===== src/rtl/core/fce_pkg.sv =====
// fce_pkg: shared types, codes and constants of the chain table engine.
// Depends on nothing; every other file of the block but fce_ram uses it.
package fce_pkg;

	localparam int TABLE_DEPTH_DEF = 4096;

	localparam int ACTION_W      = 3;
	localparam int ENTRY_W       = 16;
	localparam int SEQ_W         = 12;
	localparam int DATA_START_W  = 12;
	localparam int BLOCK_COUNT_W = 13;
	localparam int FREE_COUNT_W  = 13;
	localparam int STATUS_W      = 2;
	localparam int CFG_AW        = 3;
	localparam int CFG_DW        = 32;

	localparam logic [ENTRY_W-1:0] END_MARK = 16'hFFFF;

	localparam logic [ACTION_W-1:0] ACT_ALLOC  = 3'd0;
	localparam logic [ACTION_W-1:0] ACT_FOLLOW = 3'd1;
	localparam logic [ACTION_W-1:0] ACT_FREE   = 3'd2;
	localparam logic [ACTION_W-1:0] ACT_COUNT  = 3'd3;
	localparam logic [ACTION_W-1:0] ACT_TAIL   = 3'd4;
	localparam logic [ACTION_W-1:0] ACT_WRITE  = 3'd5;
	localparam logic [ACTION_W-1:0] ACT_READ   = 3'd6;

	localparam logic [STATUS_W-1:0] ST_OK         = 2'd0;
	localparam logic [STATUS_W-1:0] ST_NO_FREE    = 2'd1;
	localparam logic [STATUS_W-1:0] ST_WALK_LIMIT = 2'd2;

	// register selects (word address bit above the byte offset)
	localparam logic REG_DATA_START  = 1'b0;
	localparam logic REG_BLOCK_COUNT = 1'b1;

	localparam logic [DATA_START_W-1:0]  DATA_START_RST  = 12'd3;
	localparam logic [BLOCK_COUNT_W-1:0] BLOCK_COUNT_RST = 13'd4096;

	typedef struct packed {
		logic [DATA_START_W-1:0]  data_start;
		logic [BLOCK_COUNT_W-1:0] block_count;
	} cfg_t;

	typedef struct packed {
		logic [ACTION_W-1:0] action;
		logic [ENTRY_W-1:0]  head_index;
		logic [ENTRY_W-1:0]  tail_index;
		logic [SEQ_W-1:0]    block_seq;
		logic [ENTRY_W-1:0]  entry_value;
	} req_t;

	typedef struct packed {
		logic [ENTRY_W-1:0]      result_index;
		logic [FREE_COUNT_W-1:0] free_count;
		logic [STATUS_W-1:0]     status;
	} rsp_t;

endpackage


===== src/rtl/core/fce_cfg.sv =====
// fce_cfg: APB register file for data_start and block_count.
// Depends on fce_pkg (cfg_t, register selects, reset values).
module fce_cfg (
	input  logic                         clk,
	input  logic                         arst_n,
	input  logic                         psel,
	input  logic                         penable,
	input  logic                         pwrite,
	input  logic [fce_pkg::CFG_AW-1:0]   paddr,
	input  logic [fce_pkg::CFG_DW-1:0]   pwdata,
	output logic [fce_pkg::CFG_DW-1:0]   prdata,
	output logic                         pready,
	output fce_pkg::cfg_t                cfg
);
	import fce_pkg::*;

	logic reg_sel;
	logic wr_en;
	cfg_t cfg_q;

	assign reg_sel = paddr[CFG_AW-1];
	assign wr_en   = psel && penable && pwrite;
	assign pready  = 1'b1;
	assign cfg     = cfg_q;

	always_ff @(posedge clk or negedge arst_n) begin
		if (!arst_n) begin
			cfg_q.data_start  <= DATA_START_RST;
			cfg_q.block_count <= BLOCK_COUNT_RST;
		end else if (wr_en) begin
			unique case (reg_sel)
				REG_DATA_START:  cfg_q.data_start  <= pwdata[DATA_START_W-1:0];
				REG_BLOCK_COUNT: cfg_q.block_count <= pwdata[BLOCK_COUNT_W-1:0];
				default:         cfg_q.data_start  <= cfg_q.data_start;
			endcase
		end
	end

	always_comb begin
		unique case (reg_sel)
			REG_DATA_START:  prdata = CFG_DW'(cfg_q.data_start);
			REG_BLOCK_COUNT: prdata = CFG_DW'(cfg_q.block_count);
			default:         prdata = '0;
		endcase
	end
endmodule


===== config.mk =====
export PLATFORM = sky130hd
export DESIGN_NAME = fce_cfg
export DESIGN_NICKNAME = d
export VERILOG_FILES = /design/src/rtl/core/fce_pkg.sv /design/src/rtl/core/fce_cfg.sv
export SDC_FILE = /design/constraint.sdc
export NUM_CORES = 1
export LEC_CHECK = 0
export ABC_AREA = 1
export BUFFER_PORTS_ARGS = -buffer_cell sky130_fd_sc_hd__buf_2
export CAP_MARGIN = 20
export CORE_ASPECT_RATIO = 1.2
export CORE_MARGIN = 3
export CORE_UTILIZATION = 40
export DETAILED_ROUTE_END_ITERATION = 10
export PLACE_DENSITY = 0.79
export SETUP_SLACK_MARGIN = 0.1
export SLEW_MARGIN = 10
export SYNTH_ARGS = -nofsm -noshare
export SYNTH_HDL_FRONTEND = slang
export SYNTH_SLANG_ARGS = --single-unit

===== constraint.sdc =====
create_clock -name clk -period 0.8 [get_ports clk]
set_input_delay 0.04 -clock clk [delete_from_list [all_inputs] [get_ports clk]]
set_output_delay 0.04 -clock clk [all_outputs]
set_load 0.03 [all_outputs]

==> metrics.txt <==
worst-case reg-to-reg path depth 4; Hold Crit Class primary input to asynchronous set/reset pin; TritonCTS buffer count 3; most common cell after layout, fill and taps aside nand2_1; proportion of netlist area held by the largest area contributor 0.410; initial antenna violation count 0; post-route antenna net violation count 0; Arr. time, crit path 1.14 ns; Final Cycle Share 1.48; RSZ-0062 raised after global routing true; TritonCTS clock tree yes; DRC 0; first-pass GRT wire length 6680 µm; router iterations before antenna repair 4; Final WS setup -0.383 ns; number of synthesized register bits 25; slowest stage delay, CP between 0.5 and 0.6 ns; WP depth 3; largest net degree at the start of global routing 15; Initial Util 0.428; H-tree depth 1; clk sinks 25; Post-Place Setup Slack -0.0862 ns; most frequent cells in the layout 48 x nand2_1, 43 x buf_6, 27 x nand2_2; crit-path leading delay family flip-flops; MaxCap Viol Count 0; crit path kind register to output port; FP Rows 22; Clock transition at path regs 0.14 ns; diodes inserted 0; number of flip-flops in the largest register 25; Cell Area, Synth 0.00134 mm²; pwr dens between 2000 and 2500 mW/mm²; Routed WL slightly below 4000 µm; Buffers on Ports 56; DIE AREA around 0.004 mm²; Worst Path Max Fanout 3; Die Height 69.5 µm; Mapped Cells 175; number of global-route vias before repair 1462; CP bufs+invs 1; GRT Residual Overflow 0; Ports 98; routed vias/inst ~4.7; Routed WL per cell ~13 µm; Finished Core Util 0.762; outcome finished with violations; die width 58.9 µm; layout cells sized above 1 0.582; Startpoint Class register; Final Max Tran Viols 0; GPL Wtd Cong 0.703; endpoints failing setup 41; WP data required 0.76 ns; Tmin final ~1.2 ns; GRT Overall Usage 0.209; sequential fraction of the synthesis area 0.469; Synth cell types 14; Post-DP HPWL 2570 µm; Fin Clk Skew 0 ns; Final nets 302; failing checks setup timing; Peak Freq ~850 MHz; worst vdd ir 1.46 mV; Critical-path top delay cell dfstp_2; Fillers 227; post-synth top area cell dfrtp_1; routed vias 1401; synthesized area per cell 7.67 µm²; Synth Warn # 0; final hold vios 0; clk buf depth 2; worst skew pair latency ~0.31 ns; Static Leak 1.23 nW; P&R area growth vs syn 78.0%; initial drt markers 32; Root Driver clkbuf_4; floorplan core area 0.00314 mm²; Worst Setup End Kind output port; Area contributors post-synth dfrtp_1 41%, nand2_1 25%, buf_4 12%; CP cell instances nand2_2 -> nand2_4 -> buf_6
## Yosys cell counts, drive strengths merged
| cell type | number |
|---|---|
| nand2 | 88 |
| nand3 | 25 |
| clkbuf | 1 |
| nor2 | 1 |
| inv | 3 |
| dfstp | 3 |
| nand4 | 2 |
| dfrtp | 22 |
| buf | 28 |
| conb | 2 |
## power by group
part | total (W) | switching [W] | internal [W]
registers | 0.00183 | 0.000268 | 0.00156
logic | 0.00265 | 0.00150 | 0.00115
clock network | 0.000564 | 0.000377 | 0.000187
## cell families (layout without fill, tap and decap cells)
| group | after synthesis | in the layout | synth area share |
|---|---|---|---|
| AND/OR/NAND/NOR | 116 | 116 | 0.362 |
| buffers and inverters | 32 | 100 | 0.164 |
| flip-flops | 25 | 25 | 0.469 |
| other | 2 | 20 | 0.00559 |
## final cells by class
cell class	count	area, µm²	area share
Clock inverter	1	5.00	0.00209
Multi-Input combinational cell	136	734	0.307
Timing Repair Buffer	93	912	0.382
Tap cell	36	45.0	0.0188
Clock buffer	3	22.5	0.00942
Inverter	3	13.8	0.00576
Sequential cell	25	657	0.275
## worst paths after layout
kind                             end  slack, ns  startpoint
setup / recovery           prdata[0]      -0.38     cfg[13]
hold / removal               cfg[19]       0.12      arst_n
setup reg to reg              cfg[3]      -0.04      cfg[3]
hold reg to reg              cfg[13]       0.49     cfg[13]
max in group asynchronous    cfg[15]       0.20      arst_n
min in group clk             cfg[22]       0.18     penable
## layer usage
metal,up-vias,track usage,wire length (µm)
met5,-,0,0
met4,0,0.0831,69
met3,6,0.0149,185
met2,66,0.385,2250
met1,651,0.241,1420
li1,678,-,-
## per-stage QoR
step | area [µm²] | hold slack [ns] | power, W | TNS [ns] | std cells
floorplan | 1580 | -0.256 | 0.00319 | -0.177 | 193
global placement | 1840 | -0.0690 | 0.00364 | -0.322 | 269
detailed placement | 1840 | -0.0723 | 0.00370 | -0.522 | 269
CTS | 2320 | 0.105 | 0.00493 | -8.56 | 294
global route | 2390 | 0.129 | 0.00533 | -10.78 | 297
finish | 2390 | 0.118 | 0.00504 | -8.58 | 297
## what timing repair did
action / CTS / global route
hold buffers: 15 / 0
setup endpoints to repair: 41 / 49
gates resized for setup: 87 / 15
pin swaps: 23 / 8
hold endpoints to repair: 50 / 0
setup buffers: 6 / 4
No activity file was read; power rests on OpenSTA's default activity.
