==> src/rtl/core/fce_pkg.sv <==
// fce_pkg: shared types, codes and constants of the chain table engine.
// Depends on nothing; every other file of the block but fce_ram uses it.
package fce_pkg;

	localparam int TABLE_DEPTH_DEF = 4096;

	localparam int ACTION_W      = 3;
	localparam int ENTRY_W       = 16;
	localparam int SEQ_W         = 12;
	localparam int DATA_START_W  = 12;
	localparam int BLOCK_COUNT_W = 13;
	localparam int FREE_COUNT_W  = 13;
	localparam int STATUS_W      = 2;
	localparam int CFG_AW        = 3;
	localparam int CFG_DW        = 32;

	localparam logic [ENTRY_W-1:0] END_MARK = 16'hFFFF;

	localparam logic [ACTION_W-1:0] ACT_ALLOC  = 3'd0;
	localparam logic [ACTION_W-1:0] ACT_FOLLOW = 3'd1;
	localparam logic [ACTION_W-1:0] ACT_FREE   = 3'd2;
	localparam logic [ACTION_W-1:0] ACT_COUNT  = 3'd3;
	localparam logic [ACTION_W-1:0] ACT_TAIL   = 3'd4;
	localparam logic [ACTION_W-1:0] ACT_WRITE  = 3'd5;
	localparam logic [ACTION_W-1:0] ACT_READ   = 3'd6;

	localparam logic [STATUS_W-1:0] ST_OK         = 2'd0;
	localparam logic [STATUS_W-1:0] ST_NO_FREE    = 2'd1;
	localparam logic [STATUS_W-1:0] ST_WALK_LIMIT = 2'd2;

	// register selects (word address bit above the byte offset)
	localparam logic REG_DATA_START  = 1'b0;
	localparam logic REG_BLOCK_COUNT = 1'b1;

	localparam logic [DATA_START_W-1:0]  DATA_START_RST  = 12'd3;
	localparam logic [BLOCK_COUNT_W-1:0] BLOCK_COUNT_RST = 13'd4096;

	typedef struct packed {
		logic [DATA_START_W-1:0]  data_start;
		logic [BLOCK_COUNT_W-1:0] block_count;
	} cfg_t;

	typedef struct packed {
		logic [ACTION_W-1:0] action;
		logic [ENTRY_W-1:0]  head_index;
		logic [ENTRY_W-1:0]  tail_index;
		logic [SEQ_W-1:0]    block_seq;
		logic [ENTRY_W-1:0]  entry_value;
	} req_t;

	typedef struct packed {
		logic [ENTRY_W-1:0]      result_index;
		logic [FREE_COUNT_W-1:0] free_count;
		logic [STATUS_W-1:0]     status;
	} rsp_t;

endpackage

==> src/rtl/core/fce_seq.sv <==
// fce_seq: sequencer that walks, scans and rewrites the table through one RAM.
// Depends on fce_pkg; drives the write and read ports of fce_ram.
module fce_seq #(
	parameter int TABLE_DEPTH = fce_pkg::TABLE_DEPTH_DEF
) (
	input  logic                           clk,
	input  logic                           arst_n,
	input  fce_pkg::cfg_t                  cfg,
	input  logic                           in_valid,
	output logic                           in_ready,
	input  fce_pkg::req_t                  in_word,
	output logic                           res_valid,
	input  logic                           res_ready,
	output fce_pkg::rsp_t                  res_word,
	output logic                           ram_we,
	output logic [$clog2(TABLE_DEPTH)-1:0] ram_waddr,
	output logic [fce_pkg::ENTRY_W-1:0]    ram_wdata,
	output logic [$clog2(TABLE_DEPTH)-1:0] ram_raddr,
	input  logic [fce_pkg::ENTRY_W-1:0]    ram_rdata
);
	import fce_pkg::*;

	localparam int IDX_W = $clog2(TABLE_DEPTH);
	localparam int LIM_W = $clog2(TABLE_DEPTH + 1);
	localparam int CMP_W = (LIM_W > SEQ_W) ? LIM_W : SEQ_W;
	localparam int LW    = (LIM_W > BLOCK_COUNT_W) ? LIM_W : BLOCK_COUNT_W;
	localparam logic [LIM_W-1:0]   DEPTH_L  = LIM_W'(TABLE_DEPTH);
	localparam logic [ENTRY_W-1:0] DEPTH_E  = ENTRY_W'(TABLE_DEPTH);
	localparam logic [IDX_W-1:0]   CLR_LAST = IDX_W'(TABLE_DEPTH - 1);

	localparam logic [2:0] S_CLEAR = 3'd0;
	localparam logic [2:0] S_IDLE  = 3'd1;
	localparam logic [2:0] S_WALK  = 3'd2;
	localparam logic [2:0] S_SCAN  = 3'd3;
	localparam logic [2:0] S_MARK  = 3'd4;
	localparam logic [2:0] S_WRITE = 3'd5;
	localparam logic [2:0] S_DONE  = 3'd6;

	logic [2:0]          state_q;
	logic [ACTION_W-1:0] mode_q;
	logic [ENTRY_W-1:0]  cur_q;
	logic [ENTRY_W-1:0]  prev_q;
	logic [ENTRY_W-1:0]  tail_q;
	logic [ENTRY_W-1:0]  val_q;
	logic [SEQ_W-1:0]    seq_q;
	logic [LIM_W-1:0]    steps_q;
	logic                from_ram_q;
	logic                oob_q;
	logic [LIM_W-1:0]    addr_q;
	logic [LIM_W-1:0]    lim_q;
	logic [LIM_W-1:0]    cnt_q;
	logic [IDX_W-1:0]    clr_q;
	logic [IDX_W-1:0]    found_q;
	logic                rd_valid_s1;
	logic [IDX_W-1:0]    rd_idx_s1;
	rsp_t                res_q;

	logic [LW-1:0]       lim_wide;
	logic [LIM_W-1:0]    lim_w;
	logic                start_below;
	logic [ENTRY_W-1:0]  cur;
	logic                cur_in;
	logic                at_limit;
	logic                more_links;
	logic                scan_hit;
	logic                scan_issue;
	logic [ENTRY_W-1:0]  walk_res;

	assign lim_wide    = (LW'(cfg.block_count) < LW'(TABLE_DEPTH)) ?
		LW'(cfg.block_count) : LW'(TABLE_DEPTH);
	assign lim_w       = lim_wide[LIM_W-1:0];
	assign start_below = LW'(cfg.data_start) < lim_wide;

	// link in hand: the head on the first step, then the word just read back
	assign cur        = from_ram_q ? (oob_q ? END_MARK : ram_rdata) : cur_q;
	assign cur_in     = cur < DEPTH_E;
	assign at_limit   = steps_q >= DEPTH_L;
	assign more_links = CMP_W'(steps_q) < CMP_W'(seq_q);
	assign scan_hit   = rd_valid_s1 && (ram_rdata == '0);
	assign scan_issue = addr_q < lim_q;
	assign walk_res   = (mode_q == ACT_TAIL) ? prev_q :
		((mode_q == ACT_FOLLOW) ? cur : '0);

	assign in_ready  = (state_q == S_IDLE);
	assign res_valid = (state_q == S_DONE);
	assign res_word  = res_q;

	always_comb begin
		ram_we    = 1'b0;
		ram_waddr = '0;
		ram_wdata = '0;
		ram_raddr = '0;
		unique case (state_q)
			S_CLEAR: begin
				ram_we    = 1'b1;
				ram_waddr = clr_q;
			end
			S_WALK: begin
				ram_raddr = cur[IDX_W-1:0];
				if (mode_q == ACT_FREE && cur != END_MARK && !at_limit && cur_in) begin
					ram_we    = 1'b1;
					ram_waddr = cur[IDX_W-1:0];
				end
			end
			S_SCAN: begin
				ram_raddr = addr_q[IDX_W-1:0];
				if (scan_hit && mode_q == ACT_ALLOC && tail_q < DEPTH_E) begin
					ram_we    = 1'b1;
					ram_waddr = tail_q[IDX_W-1:0];
					ram_wdata = ENTRY_W'(rd_idx_s1);
				end
			end
			S_MARK: begin
				ram_we    = 1'b1;
				ram_waddr = found_q;
				ram_wdata = END_MARK;
			end
			S_WRITE: begin
				if (cur_q < DEPTH_E) begin
					ram_we    = 1'b1;
					ram_waddr = cur_q[IDX_W-1:0];
					ram_wdata = val_q;
				end
			end
			default: begin
				ram_we = 1'b0;
			end
		endcase
	end

	always_ff @(posedge clk or negedge arst_n) begin
		if (!arst_n) begin
			state_q     <= S_CLEAR;
			clr_q       <= '0;
			rd_valid_s1 <= 1'b0;
			from_ram_q  <= 1'b0;
			oob_q       <= 1'b0;
			steps_q     <= '0;
		end else begin
			unique case (state_q)
				S_CLEAR: begin
					clr_q <= clr_q + 1'b1;
					if (clr_q == CLR_LAST) begin
						state_q <= S_IDLE;
					end
				end
				S_IDLE: begin
					if (in_valid) begin
						mode_q      <= (in_word.action == ACT_READ) ? ACT_FOLLOW : in_word.action;
						seq_q       <= (in_word.action == ACT_READ) ? SEQ_W'(1) : in_word.block_seq;
						cur_q       <= in_word.head_index;
						prev_q      <= in_word.head_index;
						tail_q      <= in_word.tail_index;
						val_q       <= in_word.entry_value;
						steps_q     <= '0;
						from_ram_q  <= 1'b0;
						oob_q       <= 1'b0;
						cnt_q       <= '0;
						rd_valid_s1 <= 1'b0;
						lim_q       <= lim_w;
						addr_q      <= start_below ? LIM_W'(cfg.data_start) : lim_w;
						res_q       <= '0;
						unique case (in_word.action)
							ACT_ALLOC, ACT_COUNT:                     state_q <= S_SCAN;
							ACT_FOLLOW, ACT_FREE, ACT_TAIL, ACT_READ: state_q <= S_WALK;
							ACT_WRITE:                                state_q <= S_WRITE;
							default:                                  state_q <= S_DONE;
						endcase
					end
				end
				S_WALK: begin
					if (cur == END_MARK || (mode_q == ACT_FOLLOW && !more_links)) begin
						res_q.result_index <= walk_res;
						res_q.status       <= ST_OK;
						state_q            <= S_DONE;
					end else if (at_limit) begin
						res_q.result_index <= walk_res;
						res_q.status       <= ST_WALK_LIMIT;
						state_q            <= S_DONE;
					end else begin
						prev_q     <= cur;
						oob_q      <= !cur_in;
						from_ram_q <= 1'b1;
						steps_q    <= steps_q + 1'b1;
					end
				end
				S_SCAN: begin
					rd_valid_s1 <= scan_issue;
					rd_idx_s1   <= addr_q[IDX_W-1:0];
					if (scan_issue) begin
						addr_q <= addr_q + 1'b1;
					end
					if (scan_hit && mode_q == ACT_ALLOC) begin
						found_q     <= rd_idx_s1;
						rd_valid_s1 <= 1'b0;
						state_q     <= S_MARK;
					end else begin
						if (scan_hit) begin
							cnt_q <= cnt_q + 1'b1;
						end
						if (!scan_issue && !rd_valid_s1) begin
							if (mode_q == ACT_ALLOC) begin
								res_q.result_index <= END_MARK;
								res_q.status       <= ST_NO_FREE;
							end else begin
								res_q.free_count <= FREE_COUNT_W'(cnt_q);
							end
							state_q <= S_DONE;
						end
					end
				end
				S_MARK: begin
					res_q.result_index <= ENTRY_W'(found_q);
					res_q.status       <= ST_OK;
					state_q            <= S_DONE;
				end
				S_WRITE: begin
					state_q <= S_DONE;
				end
				S_DONE: begin
					if (res_ready) begin
						state_q <= S_IDLE;
					end
				end
				default: begin
					state_q <= S_IDLE;
				end
			endcase
		end
	end

`ifndef SYNTHESIS
	a_steps_bound: assert property (@(posedge clk) disable iff (!arst_n)
		steps_q <= DEPTH_L)
		else $error("walk step count ran past the table depth");

	a_hit_marks: assert property (@(posedge clk) disable iff (!arst_n)
		(state_q == S_SCAN && scan_hit && mode_q == ACT_ALLOC) |=> (state_q == S_MARK))
		else $error("allocation hit did not mark the new block");

	a_walk_write: assert property (@(posedge clk) disable iff (!arst_n)
		(ram_we && state_q == S_WALK) |-> (mode_q == ACT_FREE && ram_waddr == cur[IDX_W-1:0]))
		else $error("table written during a walk that frees nothing");

	a_scan_pipe: assert property (@(posedge clk) disable iff (!arst_n)
		rd_valid_s1 |-> (state_q == S_SCAN))
		else $error("scan read pending outside the scan");
`endif
endmodule
==> config.mk <==
export PLATFORM = sky130hd
export DESIGN_NAME = fce_seq
export DESIGN_NICKNAME = d
export VERILOG_FILES = /design/src/rtl/core/fce_pkg.sv /design/src/rtl/core/fce_seq.sv
export SDC_FILE = /design/constraint.sdc
export NUM_CORES = 1
export LEC_CHECK = 0
export BUFFER_PORTS_ARGS = -buffer_cell sky130_fd_sc_hd__buf_2
export CORE_MARGIN = 4
export CORE_UTILIZATION = 51
export DETAILED_ROUTE_END_ITERATION = 16
export GPL_ROUTABILITY_DRIVEN = 1
export PLACE_DENSITY = 0.74
export SYNTH_ARGS = -nofsm -noshare
export SYNTH_HDL_FRONTEND = slang
export SYNTH_SLANG_ARGS = --single-unit
==> constraint.sdc <==
create_clock -name clk -period 6.9 [get_ports clk]
set_input_delay 0 -clock clk [delete_from_list [all_inputs] [get_ports clk]]
set_output_delay 0 -clock clk [all_outputs]
set_load 0.02 [all_outputs]
==> results of run 1 <==
[worst max path at each step]
stage | end | cells past startpoint | slack [ns]
detailed placement | res_word[21]$_DFFE_PP_ | 5 | 3.41
finish | ram_waddr[1] | 6 | 3.25
floorplan | cur_q[0]$_DFFE_PP_ | 5 | 1.98
CTS | ram_waddr[1] | 6 | 3.28
global placement | res_word[21]$_DFFE_PP_ | 5 | 3.43
global route | ram_waddr[1] | 6 | 3.00
[cells in the final DEF, fill, tap and decap left out, drive strengths merged, types with 19 or more instances in the layout]
master and instances:
a21oi 109, and2 26, buf 195, clkbuf 35, dfrtp 31, dlygate4sd3 93, edfxtp 173, ha 41
inv 54, mux2i 25, nand2 95, nand3 27, nor2 101, o21ai 48, xor2 19
[worst max-delay path, delay by kind of cell, from the launching register on]
kind                       cells  cell delay, ns
buffers and inverters          2            0.58
AOI/OAI and AO/OA              1            0.19
DFF                            1            0.64
adders and majority gates      1            0.36
and+or+nand+nor                2            1.35
[layer usage]
metal	track usage (%)	up-vias	part of all wire, %	routed length, um
met5	0	-	0	0
met4	9.791	0	3.7	1111
met3	4.010	74	7.7	2292
met2	43.57	406	49	14650
met1	33.30	4095	40	11800
li1	-	4107	-	-
[where the power goes]
part,switching [uW],total (uW),internal (uW)
registers,191,1820,1630
clock network,478,1120,641
logic,975,1490,512
[cell families after synthesis]
logic type / share of synthesized area (%)
AO/OA/AOI/OAI: 13.26
flip-flops: 56.92
multiplexers: 2.493
AND/OR/NAND/NOR: 15.88
buffers and inverters: 3.805
adder cells (fa/ha/maj): 4.890
XOR/XNOR: 2.755
[registers in the layout (all words and copies together), names as in the netlist]
name and cells:
from_ram_q 1, val_q 16, lim_q 13, cur_q 16, res_word 31, prev_q 16
rd_valid_s1 1, clr_q 12, found_q 12, tail_q 16, oob_q 1, rd_idx_s1 12
addr_q 13, seq_q 12, state_q 3, cnt_q 13, steps_q 13, mode_q 3
[cell usage after synthesis (all sizes together), types with 3 or more instances]
library cell,number,area (um2)
clkbuf,37,138.9
o22ai,13,81.33
and3,9,56.30
and2,26,162.7
o31ai,7,52.55
inv,53,198.9
dfrtp,31,775.7
xor2,19,166.4
or3,5,31.28
nand2b,15,93.84
nand3,27,135.1
mux2i,25,250.2
nand4b,4,35.03
nand2,95,356.6
nor2,101,379.1
xnor2,14,122.6
o211ai,14,105.1
or4,9,67.56
ha,41,513.0
and4,3,26.28
a21oi,109,545.5
edfxtp,173,5195
a31oi,3,18.77
nor3,13,70.07
buf,10,57.55
nand4,17,106.4
nor2b,7,43.79
a21o,16,120.1
o21ai,48,240.2
[through the flow]
step	util, %	std cells
after floorplan	-	981
after global placement	57.66	1399
after CTS	65.62	1532
after detailed placement	57.66	1399
after global routing	65.62	1532
final	65.62	1532
[what timing repair did]
action | 4_1_cts | 5_1_grt
hold endpoints to repair | 138 | 0
hold buffers | 93 | 0
endpoints found under the setup margin | 0 | 0
[final cells by class]
class	instances	area [um2]	area share, %
Clock buffer	35	640.6	4.825
Clock inverter	5	40.04	0.3015
Inverter	54	202.7	1.527
Multi-Input combinational cell	676	4144	31.21
Sequential cell	204	5971	44.97
Tap cell	270	337.8	2.544
Timing Repair Buffer	288	1942	14.62
==> results by group, run 1 <==
Hold path
  – Worst Hold Class: in -> reg
  – Min-Delay Path Depth: 5
  – Worst Hold End: oob_q$_DFFE_PN0P_
  – Min-delay src: ram_rdata[15]

Drt
  – Routed Antenna Nets: 0
  – Initial detailed-routing violation count: slightly above 700
  – Vias: 8682
  – Drt total wl: 29.86 mm
  – Pre-antenna DRT Iters: 7
  – Vias per cell: 5.667
  – Wire per inst: between 15 and 20 um
  – # DRC: 0

Floorplanning
  – Site Rows: 52
  – Num ports: around 180
  – Starting Density: approximately half
  – Die area: roughly 23000 um2
  – Die height: ~150 um
  – Core footprint: between 20000 and 25000 um2
  – Die W: roughly 150 um

Synthesis
  – Synth async-reset ratio: roughly 15%
  – Syn_area_per_cell: about 11 um2
  – Post-Syn Nets: 1130
  – Cells after Synth: 981
  – Ys flop type: edfxtp_1
  – Synthesized area: between 10000 and 15000 um2
  – Number of synthesized flops with an enable pin: around 170
  – Syn. warnings: 0
  – Distinct cells, synth: 60
  – Register area share after synthesis: 56.92%
  – FF+latch count, synth: around 200

Critical path
  – Crit-path max cell delay: 0.78 ns
  – Maximum fanout along the worst path: 16
  – Reg-to-Reg End: res_word[27]$_DFFE_PP_
  – Reg2reg start: from_ram_q$_DFFE_PN0P_
  – Kind of critical path: reg -> out
  – CP max-delay cell: nor2b_1
  – Worst path cell trace: clkinv_1, ha_1, nor2b_1, nand2b_1, o22ai_1, buf_2
  – CP Launch Type: register
  – Worst EP required: a little under 7 ns
  – Critical Path AT: 3.65 ns
  – Flop-to-flop setup slack: between 3 and 4 ns
  – FF-to-FF path depth: 5
  – Critical path capture point type: primary output
  – Worst Setup SP: state_q[1]$_DFFE_PN0P_

Timing
  – Fin crit share: 52.92%
  – Final hold violation count: 0
  – Max_slew headroom: a little over a fifth
  – RSZ-0062 raised after global routing: false
  – Max Clk Rate: between 200 and 300 MHz
  – Setup-failing EPs final: 0
  – Setup slack after layout: around 3.2 ns
  – Final setup TNS: 0 ns
  – Hold slack: 0.04390 ns
  – Least-Margin Pin Slew: 1.179 ns
  – Final min period: between 3 and 4 ns
  – Clk_skew: ~0.023 ns
  – Final slew viol count: 0

Clock network
  – Max Buffers Root-to-Sink: 3
  – Clock root buffer master: clkbuf_16
  – Clk sinks: ~200
  – Post-CTS Setup Bufs: 0
  – Post-cts sizing count: 0
  – Clock latency at the later pin of the worst-skew pair: around 0.53 ns
  – Number of CTS-inserted buffers: 23
  – CTS tree: built
  – Number of H-tree levels: 1
  – CTS clk-pin slew, worst paths: roughly 0.060 ns

Placed design
  – Buffers added on ports: approximately 180
  – DPL Wire Length: between 20 and 25 mm
  – Pre-CTS setup slack: approximately 3.4 ns
  – Final Wtd Congestion: around 0.94
  – DP Area: about 12000 um2

Pwr
  – Tot Pwr: about 4400 uW
  – Leak: 0.005376 uW
  – VDD IR max: roughly 0.24 mV
  – Pwr/cell area: approximately 330 nW/um2

Final layout
  – Area Overhead vs Synth: 26.57%
  – # fillers: 1577
  – Post-layout net count: 1396
  – Antenna cells: 0
  – Fraction of layout instances using a drive strength above 1: ~19%
  – Design area: between 10000 and 15000 um2

Global route
  – Global-route wire length before repair: around 45 mm
  – GRT overflow: 0
  – Largest net degree at the start of global routing: between 70 and 80
  – Vias in the first global route: around 8600
  – Initial antenna violation count: 0
  – GRT Overall Usage: roughly a quarter

Run status
  – Status: complete, no violations

Run
  – Max Cap Violations: 0
(Power assumes the default switching activity.)
==> inputs of run 2 (changes only) <==
==> constraint.sdc (replaced) <==
create_clock -name clk -period 3.7 [get_ports clk]
set_input_delay 0 -clock clk [delete_from_list [all_inputs] [get_ports clk]]
set_output_delay 0 -clock clk [all_outputs]
set_load 0.02 [all_outputs]
==> run 2 against run 1 <==
Highest routed layer unchanged. Global-route usage grew 0.43 points. Hold slack better by 0.0083 ns. Sequential share of layout area decreased by 0.24 points. Critical path type unchanged. Largest cell class unchanged. Clock power rose by 90%. Non-clock buffer count increased by 9. Routed wire length is 1.2% higher.
==> results by group, run 2 (synthesis results as in run 1) <==
Run status
  – Status: complete, no violations

Global route
  – Global-route wire length before repair: 46.36 mm
  – GRT Overall Usage: about a quarter
  – GRT overflow: 0
  – Largest net degree at the start of global routing: between 50 and 60
  – Initial antenna violation count: 0
  – Vias in the first global route: ~8600

Final layout
  – Most frequent cells in the layout: buf_2 (181), edfxtp_1 (173), a21oi_1 (109), nor2_1 (99), nand2_1 (95)
  – Fraction of layout instances using a drive strength above 1: around a fifth
  – Most common cell after layout, fill and taps aside: buf_2
  – Utilization after layout: 65.98%
  – Area Overhead vs Synth: 27.27%
  – Post-layout net count: approximately 1400
  – Antenna cells: 0
  – Design area: around 13000 um2
  – Number of flip-flops in the largest register: 31
  – # fillers: about 1500

Floorplanning
  – Die area: approximately 23000 um2
  – Starting Density: 51.84%
  – Die height: roughly 150 um
  – Die W: between 150 and 200 um
  – Site Rows: between 50 and 60
  – Core footprint: ~20000 um2
  – Num ports: 182

Hold path
  – Worst Hold End: oob_q$_DFFE_PN0P_
  – Worst Hold Class: in -> reg
  – Min-delay src: ram_rdata[13]
  – Min-Delay Path Depth: 5

Critical path
  – Worst path cell trace: or4b_1, nor3_1, nand4_1, nor3_2, buf_4, a21oi_1, o22ai_1, buf_2
  – CP max-delay cell: nor3_2
  – Delay-heaviest family, CP: simple AND/OR/NAND/NOR gates
  – Crit-path max cell delay: around 0.63 ns
  – CP Launch Type: register
  – Maximum fanout along the worst path: 16
  – Critical Path AT: 3.50 ns
  – Buf+Inv Stages, Crit Path: 2
  – Kind of critical path: reg -> out
  – Reg2reg start: addr_q[2]$_DFFE_PP_
  – Critical path capture point type: primary output
  – Worst EP required: 3.70 ns
  – Flop-to-flop setup slack: about 0.7 ns
  – Reg-to-Reg End: res_word[10]$_SDFFCE_PN0P_
  – FF-to-FF path depth: 7

Timing
  – Fin crit share: around 95%
  – Setup-failing EPs final: 0
  – RSZ-0062 raised after global routing: false
  – Final hold violation count: 0
  – Clk_skew: between 0.015 and 0.02 ns
  – Max_slew headroom: between 20% and 30%
  – Final min period: around 3.5 ns
  – Final setup TNS: 0 ns
  – Least-Margin Pin Slew: roughly 1.2 ns
  – Final slew viol count: 0
  – Max Clk Rate: 285.7 MHz
  – Setup slack after layout: about 0.2 ns

Drt
  – Wire per inst: around 20 um
  – Initial detailed-routing violation count: ~690
  – # DRC: 0
  – Drt total wl: approximately 30 mm
  – Routed Antenna Nets: 0
  – Vias per cell: 5.648
  – Vias: 8704
  – Pre-antenna DRT Iters: 5

Pwr
  – VDD IR max: approximately 0.43 mV
  – Internal: ~5300 uW
  – Clock power share: roughly a quarter
  – Leak: around 0.0054 uW
  – Switching pwr: ~3100 uW
  – Reg power frac: 40.1%
  – Logic gate share of total power: 34.5%
  – Pwr/cell area: 625.7 nW/um2
  – Switching part of the total power: around 37%

Placed design
  – Buffers added on ports: 181
  – DP Area: around 12000 um2
  – DPL Wire Length: between 20 and 25 mm
  – Pre-CTS setup slack: roughly 0.60 ns
  – Final Wtd Congestion: ~0.95

Clock network
  – Clock latency at the later pin of the worst-skew pair: 0.52 ns
  – Number of CTS-inserted buffers: 22
  – Clock root buffer master: clkbuf_16
  – Post-CTS Setup Bufs: 0
  – Max Buffers Root-to-Sink: 3
  – CTS tree: built
  – CTS clk-pin slew, worst paths: around 0.070 ns
  – Clk sinks: around 200
  – Number of H-tree levels: 1

Run
  – Max Cap Violations: 0
run 2: final cells by class:
cell class,instances,area (um2),share of cell area (%)
Clock buffer,33,623.1,4.667
Clock inverter,7,71.32,0.5342
Multi-Input combinational cell,676,4138,30.99
Sequential cell,204,5971,44.72
Inverter,54,202.7,1.518
Timing Repair Buffer,297,2007,15.03
Tap cell,270,337.8,2.530
run 2: power by group through the flow:
stage                     registers, uW  logic (uW)  clock network, uW
after global routing               3390        3150               2260
after CTS                          3340        2850               2150
final                              3350        2880               2130
after floorplan                    3350        1850                  0
after detailed placement           3390        2760                  0
after global placement             3380        2710                  0
run 2: worst max-delay path by stage:
stage,from,endpoint,slack [ns],depth (start not counted)
after floorplan,state_q[2]$_DFFE_PN0P_,cur_q[0]$_DFFE_PP_,0.06,5
after global placement,state_q[1]$_DFFE_PN0P_,ram_waddr[5],0.75,6
after detailed placement,state_q[1]$_DFFE_PN0P_,ram_waddr[4],0.60,6
after CTS,state_q[1]$_DFFE_PN0P_,ram_waddr[4],0.06,6
after global routing,rd_valid_s1$_DFFE_PN0P_,ram_waddr[4],0.03,8
final,rd_valid_s1$_DFFE_PN0P_,ram_waddr[4],0.20,8
run 2: tightest hold or removal path: stages:
cell,delay [ns]
buf_2,0.11
nor3_1,0.05
a21oi_1,0.13
nor3_1,0.08
o21ai_0,0.15
run 2: metrics by stage:
step	total power, uW	hold WS (ns)	std cells
finish	8353	0.05217	1541
floorplan	5202	-0.2956	981
global route	8789	0.1048	1541
global placement	6086	-0.1038	1409
detailed placement	6145	-0.09668	1409
CTS	8341	0.03579	1541
run 2: metal layers:
layer	wire [um]	track usage, %
met1	12160	34.42
met2	14460	42.94
met3	2229	3.890
met4	1376	11.65
met5	0	0
run 2: what timing repair did:
item,4_1_cts,5_1_grt
hold endpoints to repair,138,0
hold buffers,92,0
gates resized for setup,0,1
setup endpoints to repair,0,12
